--- config.mk ---
export PLATFORM = sky130hd
export DESIGN_NAME = acs_div
export DESIGN_NICKNAME = d
export VERILOG_FILES = /design/src/rtl/acs_pkg.sv /design/src/rtl/acs_div.sv
export VERILOG_INCLUDE_DIRS = /design/src /design/src/rtl
export SDC_FILE = /design/constraint.sdc
export NUM_CORES = 1
export LEC_CHECK = 0
export ABC_AREA = 1
export BUFFER_PORTS_ARGS = -buffer_cell sky130_fd_sc_hd__buf_2
export CAP_MARGIN = 5
export CORE_MARGIN = 1.5
export CORE_UTILIZATION = 55
export DETAILED_ROUTE_END_ITERATION = 10
export GPL_TIMING_DRIVEN = 0
export PLACE_DENSITY_LB_ADDON = 0.05
export SLEW_MARGIN = 15
export SYNTH_ARGS = -nofsm -noshare
export SYNTH_HDL_FRONTEND = slang
export SYNTH_SLANG_ARGS = --single-unit
--- constraint.sdc ---
create_clock -name aclk -period 2.4 [get_ports aclk]
set_input_delay 0.48 -clock aclk [delete_from_list [all_inputs] [get_ports aclk]]
set_output_delay 0.48 -clock aclk [all_outputs]
set_load 0.005 [all_outputs]
--- src/rtl/accumulator_cpu_step_top_defines.svh ---
// Assertion macros shared by the accumulator step RTL.
`ifndef ACCUMULATOR_CPU_STEP_TOP_DEFINES_SVH
`define ACCUMULATOR_CPU_STEP_TOP_DEFINES_SVH

`ifndef SYNTHESIS
// Check a property on aclk, ignored while reset is held.
`define ACS_ASSERT(lbl, prop, msg) \
    lbl: assert property (@(posedge aclk) disable iff (!aresetn) prop) else $error(msg);
// Check a property on aclk, also during reset.
`define ACS_ASSERT_ALWAYS(lbl, prop, msg) \
    lbl: assert property (@(posedge aclk) prop) else $error(msg);
`else
`define ACS_ASSERT(lbl, prop, msg)
`define ACS_ASSERT_ALWAYS(lbl, prop, msg)
`endif

`endif

--- src/rtl/acs_pkg.sv ---
// Types, codes and sizes shared by the accumulator step design.
`default_nettype none

package acs_pkg;

    // Data RAM and program space are powers of two; addresses wrap by truncation.
    localparam int RAM_AW    = 8;
    localparam int RAM_WORDS = 1 << RAM_AW;
    localparam int PC_W      = 8;
    localparam int DATA_W    = 32;
    localparam int DIV_CNT_W = $clog2(DATA_W);

    localparam logic [1:0] ACT_EXEC  = 2'd0;
    localparam logic [1:0] ACT_WRITE = 2'd1;
    localparam logic [1:0] ACT_READ  = 2'd2;

    localparam logic [3:0] OP_HALT      = 4'd0;
    localparam logic [3:0] OP_ADD       = 4'd1;
    localparam logic [3:0] OP_SUB       = 4'd2;
    localparam logic [3:0] OP_MUL       = 4'd3;
    localparam logic [3:0] OP_DIV       = 4'd4;
    localparam logic [3:0] OP_STORE     = 4'd5;
    localparam logic [3:0] OP_LOAD      = 4'd6;
    localparam logic [3:0] OP_IMM       = 4'd7;
    localparam logic [3:0] OP_STORE_ALT = 4'd8;
    localparam logic [3:0] OP_JMP       = 4'd9;
    localparam logic [3:0] OP_JZ        = 4'd10;
    localparam logic [3:0] OP_JNZ       = 4'd11;
    localparam logic [3:0] OP_JGT       = 4'd12;

    localparam logic [7:0] SEL_ONE = 8'd1;
    localparam logic [7:0] SEL_TWO = 8'd2;

    typedef enum logic [2:0] {
        S_IDLE,
        S_FETCH_A,
        S_FETCH_B,
        S_EXEC,
        S_DIV,
        S_WB,
        S_FIN
    } state_t;

    typedef struct packed {
        logic [1:0]         action;
        logic [3:0]         opcode;
        logic [7:0]         operand_one;
        logic signed [31:0] operand_two;
        logic [7:0]         operand_three;
    } in_word_t;

    typedef struct packed {
        logic [7:0]         program_counter;
        logic signed [31:0] accumulator;
        logic signed [31:0] reg_first;
        logic signed [31:0] reg_second;
        logic [3:0]         current_opcode;
        logic               halted;
        logic               divide_error;
        logic signed [31:0] read_word;
    } out_word_t;

    typedef struct packed {
        logic              we;
        logic [RAM_AW-1:0] waddr;
        logic [DATA_W-1:0] wdata;
        logic [RAM_AW-1:0] raddr;
    } ram_req_t;

    typedef struct packed {
        logic busy;
        logic done;
    } div_status_t;

endpackage

`default_nettype wire

--- src/rtl/acs_div.sv ---
// Iterative signed divider, one quotient bit per cycle, truncating.
`default_nettype none
`include "accumulator_cpu_step_top_defines.svh"

module acs_div (
    input  wire logic                      aclk,
    input  wire logic                      aresetn,
    input  wire logic                      start,
    input  wire logic [acs_pkg::DATA_W-1:0] dividend,
    input  wire logic [acs_pkg::DATA_W-1:0] divisor,
    output acs_pkg::div_status_t           status,
    output logic [acs_pkg::DATA_W-1:0]     quotient
);
    import acs_pkg::*;

    localparam logic [DIV_CNT_W-1:0] DIV_LAST = DIV_CNT_W'(DATA_W - 1);

    logic [DATA_W-1:0]    quo_reg;
    logic [DATA_W-1:0]    rem_reg;
    logic [DATA_W-1:0]    den_reg;
    logic                 neg_reg;
    logic [DIV_CNT_W-1:0] cnt_reg;
    logic                 busy_reg;
    logic                 done_reg;
    logic [DATA_W:0]      trial;

    assign trial = {rem_reg, quo_reg[DATA_W-1]} - {1'b0, den_reg};

    always_ff @(posedge aclk) begin
        if (!aresetn) begin
            busy_reg <= 1'b0;
            done_reg <= 1'b0;
            cnt_reg  <= '0;
        end else begin
            done_reg <= 1'b0;
            if (start) begin
                busy_reg <= 1'b1;
                cnt_reg  <= '0;
            end else if (busy_reg) begin
                cnt_reg <= cnt_reg + 1'b1;
                if (cnt_reg == DIV_LAST) begin
                    busy_reg <= 1'b0;
                    done_reg <= 1'b1;
                end
            end
        end
    end

    // Work on magnitudes; fix the sign at the output.
    always_ff @(posedge aclk) begin
        if (start) begin
            quo_reg <= dividend[DATA_W-1] ? (-dividend) : dividend;
            den_reg <= divisor[DATA_W-1] ? (-divisor) : divisor;
            rem_reg <= '0;
            neg_reg <= dividend[DATA_W-1] ^ divisor[DATA_W-1];
        end else if (busy_reg) begin
            quo_reg <= {quo_reg[DATA_W-2:0], ~trial[DATA_W]};
            rem_reg <= trial[DATA_W] ? {rem_reg[DATA_W-2:0], quo_reg[DATA_W-1]}
                                     : trial[DATA_W-1:0];
        end
    end

    assign status.busy = busy_reg;
    assign status.done = done_reg;
    assign quotient    = neg_reg ? (-quo_reg) : quo_reg;

    `ACS_ASSERT(a_div_start_idle, start |-> !busy_reg, "divider restarted while busy")
    `ACS_ASSERT(a_div_done_pulse, done_reg |=> !done_reg, "divider done held two cycles")
    `ACS_ASSERT(a_div_finish, (busy_reg && !start && cnt_reg == DIV_LAST) |=> done_reg,
        "divider missed its last step")

endmodule

`default_nettype wire

# == Yosys cells after proc, flatten, opt, wreduce, memory -nomap -nowiden ==
# Cells that the tools add are included.
# totals
inputBits,67
out_inout_bits,34
reg_bits,104
elab_cells,31
# classes
bitwise_logic,4
mux,10
reduce_logical,3
add_sub_neg,5
n_eq_ne,1
# ops
op,count
32-bit two-way mux,5
32-bit negator,3
33-bit by 32-bit subtractor with 33-bit output,1
31-bit two-way mux,1
"5-bit by 1-bit adder with 5-bit output, second input constant",1
"5-bit == test, second input constant",1
1-bit two-way mux,4
1-bit NOT,3
3-bit OR reduction,1
2-bit nonzero test,1
2-bit OR reduction,1
1-bit XOR,1

# == Logic depth before layout (Yosys ltp) ==
# logic_depth
depth_word,4
mapped_depth,18
depth_no_buf,17

# == Least setup slack after synthesis ==
# No wires, ideal clock.
# synth_path
kind,flip-flop to flip-flop
start,register quo_reg[31]
end,register quo_reg[0] (data pin)
synth_period_minus_slack_ns,2.269
setup_ns,0.268
path_buffers,1
t_arrival_ns,2.002
setup_slack_ns,0.131
path_stages_with_launch,17
required_ns,2.132
path_cell_list,edfxtp_1 -> inv_1 -> ha_1 -> fa_1 -> inv_1 -> nand2_1 -> nand2_1 -> nand3_1 -> nand2_1 -> nand2_1 -> nand2_1 -> nand2_4 -> nand2_4 -> nand2_2 -> nand2_4 -> buf_6 -> o21ai_0
# synth_between
elab_chain_len,4
# synth_lines
item,line,rtl
from (decl),acs_div.sv:18,logic [DATA_W-1:0] quo_reg;
from (signal assigned),acs_div.sv:52,quo_reg <= dividend[DATA_W-1] ? (-dividend) : dividend;
from (signal assigned),acs_div.sv:57,"quo_reg <= {quo_reg[DATA_W-2:0], ~trial[DATA_W]};"
33-bit by 32-bit subtractor with 33-bit output,acs_div.sv:27,"assign trial = {rem_reg, quo_reg[DATA_W-1]} - {1'b0, den_reg};"
1-bit NOT,acs_div.sv:57,
32-bit two-way mux,acs_div.sv:56,end else if (busy_reg) begin
32-bit two-way mux,acs_div.sv:51,if (start) begin
# No other way between the ends. The select of a mux whose other input is x is not followed.
# A chain may end at the register's enable or synchronous reset.

# == Worst setup path in the final report ==
# layout_path
start,register quo_reg[0]
end,output quotient[28] (netlist bit)
# layout_between
elab_chain_len,2
# layout_lines
item,line,rtl
32-bit negator,acs_div.sv:65,assign quotient = neg_reg ? (-quo_reg) : quo_reg;
32-bit two-way mux,acs_div.sv:65,
to (decl),acs_div.sv:12,output logic [acs_pkg::DATA_W-1:0] quotient
# No other way between the ends.

==> impl_metrics.env <==
export IMPL_power_sequential_fraction_pct=41.9
export IMPL_post_layout_nonfiller_instances=1850
export IMPL_number_of_global_route_vias_before_repair=8924
export IMPL_r2r_start="den_reg[0]"
export IMPL_hold_violations=0
export IMPL_hold_end="den_reg[0]"
export IMPL_hold_path_startpoint="divisor[0]"
export IMPL_max_freq_ghz=0.357
export IMPL_clock_insertion_delay_worst_skew_ns=0.37
export IMPL_routabilityCongestion=0.965
export IMPL_die_width_um=133
export IMPL_switching_fraction_pct=35.2
export IMPL_detail_route_first_pass_iterations=5
export IMPL_worst_hold_path_num_cells=1
export IMPL_report_final_slew_viol_count=0
export IMPL_diodes=0
export IMPL_tightest_slew_ns=0.627
export IMPL_fin_area_um2=11700
export IMPL_cts_max_level=3
export IMPL_static_leakage_power_nw=6.13
export IMPL_asyncSetResetFlopFracSynth_pct=0
export IMPL_yosysUniqueCellTypes=46
export IMPL_place_detailed_hpwl_um=21100
export IMPL_cp_start_kind="flip-flop"
export IMPL_synth_most_common_cell="sky130_fd_sc_hd__nand2_1"
export IMPL_ios=101
export IMPL_area_growth_synth_to_final_pct=25.1
export IMPL_synthesis_yosys_warnings=0
export IMPL_post_synth_design_cell_area_um2=9340
export IMPL_number_of_buffers_created_by_cts=9
export IMPL_clk_slew_on_worst_s_h_paths_ns=0.08
export IMPL_finalWorstPathRequiredPeriod_ns=2.80
export IMPL_die_height_um=133
export IMPL_crit_fanout=2
export IMPL_cts_tree="built"
export IMPL_clock_sinks=104
export IMPL_status="complete, but fails checks"
export IMPL_ys_dominant_reg_cell="sky130_fd_sc_hd__edfxtp_1"
export IMPL_timing_worst_setup_path_type="flip-flop to output pin"
export IMPL_core_area_um2=16600
export IMPL_nets=1730
export IMPL_violations="negative setup slack"
export IMPL_vias=9571
export IMPL_worst_r2r_setup_slack_ns=-0.07
export IMPL_internal_power_mw=3.33
export IMPL_netlist_instances=1478
export IMPL_placed_cells_incl_taps=1797
export IMPL_rr_endpoint="rem_reg[16]"
export IMPL_synth_seq_area_share_pct=29.3
export IMPL_cts_max_path_buffers=2
export IMPL_drt_initial_drc_count=724
export IMPL_pwr_share_clk_pct=30.2
export IMPL_fin_setup_tns_ns=-6.62
export IMPL_drive_gt1_share_pct=21.3
export IMPL_total_routing_resource_utilization_after_global_routing_pct=32.0
export IMPL_synth_top_cells_by_count="sky130_fd_sc_hd__nand2_1 (497), sky130_fd_sc_hd__inv_1 (288), sky130_fd_sc_hd__nor2_1 (119)"
export IMPL_hold_path_class="input port to flip-flop"
export IMPL_drt_wl_total_um=28100
export IMPL_synth_enable_flop_cells=65
export IMPL_antenna_found_initial=0
export IMPL_wl_per_cell_um=15.2
export IMPL_yosys_area_top_type_share_pct=20.9
export IMPL_detail_route_antenna_nets=0
export IMPL_final_critical_path_setup_slack_ns=-0.405
export IMPL_r2r_worst_path_cells=18
export IMPL_finish_utilization_pct=70.4
export IMPL_grt_setup_unrepaired="true"
export IMPL_grt_start_max_net_pins=37
export IMPL_ys_ff_latch=104
export IMPL_max_vdd_ir_drop_uv=312
export IMPL_row_count=47
export IMPL_grt_ovfl_total=0
export IMPL_post_synth_top_area_cell="sky130_fd_sc_hd__edfxtp_1"
export IMPL_relSlewSlack_pct=58.2
export IMPL_power_frac_comb_pct=27.9
export IMPL_io_buffer_count=99
export IMPL_hold_slack_ns=0.313
export IMPL_placed_area_um2=10100
export IMPL_power_net_switching_mw=1.81
export IMPL_timing_clock_skew_ns=0.0180
export IMPL_clock_tree_root_cell="sky130_fd_sc_hd__clkbuf_16"
export IMPL_power_per_cell_area_nw_per_um2=440
export IMPL_mappedNetlistNets=1583
export IMPL_global_route_wire_length_before_repair_um=44500
export IMPL_die_area_um2=17800
export IMPL_drv_cap=0
export IMPL_drt_vias_per_instance=5.17
export IMPL_critPathRequiredTime_ns=1.92
export IMPL_wp_data_arrival_ns=2.32
export IMPL_end_kind="output pin"
export IMPL_synth_area_top_cells="sky130_fd_sc_hd__edfxtp_1 (21%), sky130_fd_sc_hd__nand2_1 (20%), sky130_fd_sc_hd__inv_1 (12%)"
export IMPL_p_total_mw=5.14
export IMPL_post_place_ws_ns=-0.919
export IMPL_detail_route_drc_violations=0
export IMPL_synthesized_area_per_cell_um2=6.32
export IMPL_initial_core_util_pct=56.3
export IMPL_final_period_util_pct=117
export IMPL_setup_violations_final=49
cells by family after synthesis:
kind of cell	Yosys count	share of synthesized area, %
buf+inv	325	13.8
xor+xnor	92	8.63
simple gates	812	36.9
fa+ha+maj	38	5.17
compound gates	107	6.25
flops	104	29.3
worst max-delay path, stage by stage (launching register included):
cell and delay (ns):
sky130_fd_sc_hd__edfxtp_1 0.43, sky130_fd_sc_hd__inv_2 0.11, sky130_fd_sc_hd__ha_4 0.15, sky130_fd_sc_hd__nand3_4 0.08
sky130_fd_sc_hd__nor3_4 0.20, sky130_fd_sc_hd__nand2_2 0.11, sky130_fd_sc_hd__buf_4 0.16, sky130_fd_sc_hd__nor3_4 0.15
sky130_fd_sc_hd__nand3_2 0.10, sky130_fd_sc_hd__xor2_1 0.16, sky130_fd_sc_hd__o21ai_1 0.17, sky130_fd_sc_hd__buf_2 0.15
per-layer routing:
metal	wire (µm)	GRT usage, %	share of wire (%)
met1	13100	46.6	47
met2	12200	48.4	43
met3	2010	5.06	7.2
met4	719	10.8	2.6
met5	0	0	0
layout make-up:
cell class	instances	area, µm²
buffer	32	220
clock buffer	9	225
clock inverter	7	83.8
fill	1466	4900
inverter	293	1100
multi-input combinational	1049	6110
sequential	104	2730
tap	220	275
timing repair buffer	136	933
worst max path at each step:
| stage | endpoint | slack (ns) | from |
|---|---|---|---|
| after CTS | quotient[16] | -0.50 | quo_reg[0] |
| after global routing | quotient[16] | -0.52 | quo_reg[0] |
| after floorplan | quo_reg[0] | 0.13 | quo_reg[31] |
| final | quotient[28] | -0.40 | quo_reg[0] |
| after global placement | quo_reg[1] | -1.30 | start |
| after detailed placement | quo_reg[24] | -0.92 | start |
timing repair:
action                                  CTS  global route
endpoints found under the setup margin   89            91
hold buffers                              0             0
gates cloned                              5             0
pin swaps                                47            56
buffers inserted                         34             6
resized for setup                       143           100
layout by cell type, fill, tap and decap left out, types with 4 or more instances in the layout:
cell type,netlist,layout
sky130_fd_sc_hd__nand2_4,4,36
sky130_fd_sc_hd__o21ai_0,63,50
sky130_fd_sc_hd__buf_6,4,14
sky130_fd_sc_hd__nand2_8,1,4
sky130_fd_sc_hd__buf_4,6,24
sky130_fd_sc_hd__nand3_2,0,32
sky130_fd_sc_hd__a31oi_1,5,5
sky130_fd_sc_hd__clkbuf_2,0,5
sky130_fd_sc_hd__nand2_2,10,36
sky130_fd_sc_hd__clkbuf_16,0,9
sky130_fd_sc_hd__buf_12,1,5
sky130_fd_sc_hd__ha_2,0,4
sky130_fd_sc_hd__inv_2,5,10
sky130_fd_sc_hd__o21ai_1,1,10
sky130_fd_sc_hd__buf_16,0,4
sky130_fd_sc_hd__nor2_1,119,108
sky130_fd_sc_hd__clkbuf_1,20,15
sky130_fd_sc_hd__xor2_2,0,5
sky130_fd_sc_hd__nand3_4,1,6
sky130_fd_sc_hd__ha_1,37,30
sky130_fd_sc_hd__nor2_2,4,7
sky130_fd_sc_hd__or2_2,8,7
sky130_fd_sc_hd__o21ai_2,3,7
sky130_fd_sc_hd__xnor2_1,28,28
sky130_fd_sc_hd__nand2_1,497,436
sky130_fd_sc_hd__a21oi_1,26,24
sky130_fd_sc_hd__edfxtp_1,65,65
sky130_fd_sc_hd__nor3_1,29,25
sky130_fd_sc_hd__and2_1,5,5
sky130_fd_sc_hd__xor2_1,64,59
sky130_fd_sc_hd__inv_1,288,282
sky130_fd_sc_hd__dfxtp_1,39,39
sky130_fd_sc_hd__nand3_1,102,65
sky130_fd_sc_hd__buf_2,0,98
sky130_fd_sc_hd__nand4_1,19,19
sky130_fd_sc_hd__nor2_4,1,9
power by group through the flow:
stage	clock, mW	sequential, mW	combinational (mW)
floorplan	0	2.15	0.761
global placement	0	2.18	1.20
detailed placement	0	2.18	1.21
CTS	1.57	2.15	1.32
global route	1.62	2.17	1.57
finish	1.55	2.15	1.43
Power figures use the tool's default switching activity.
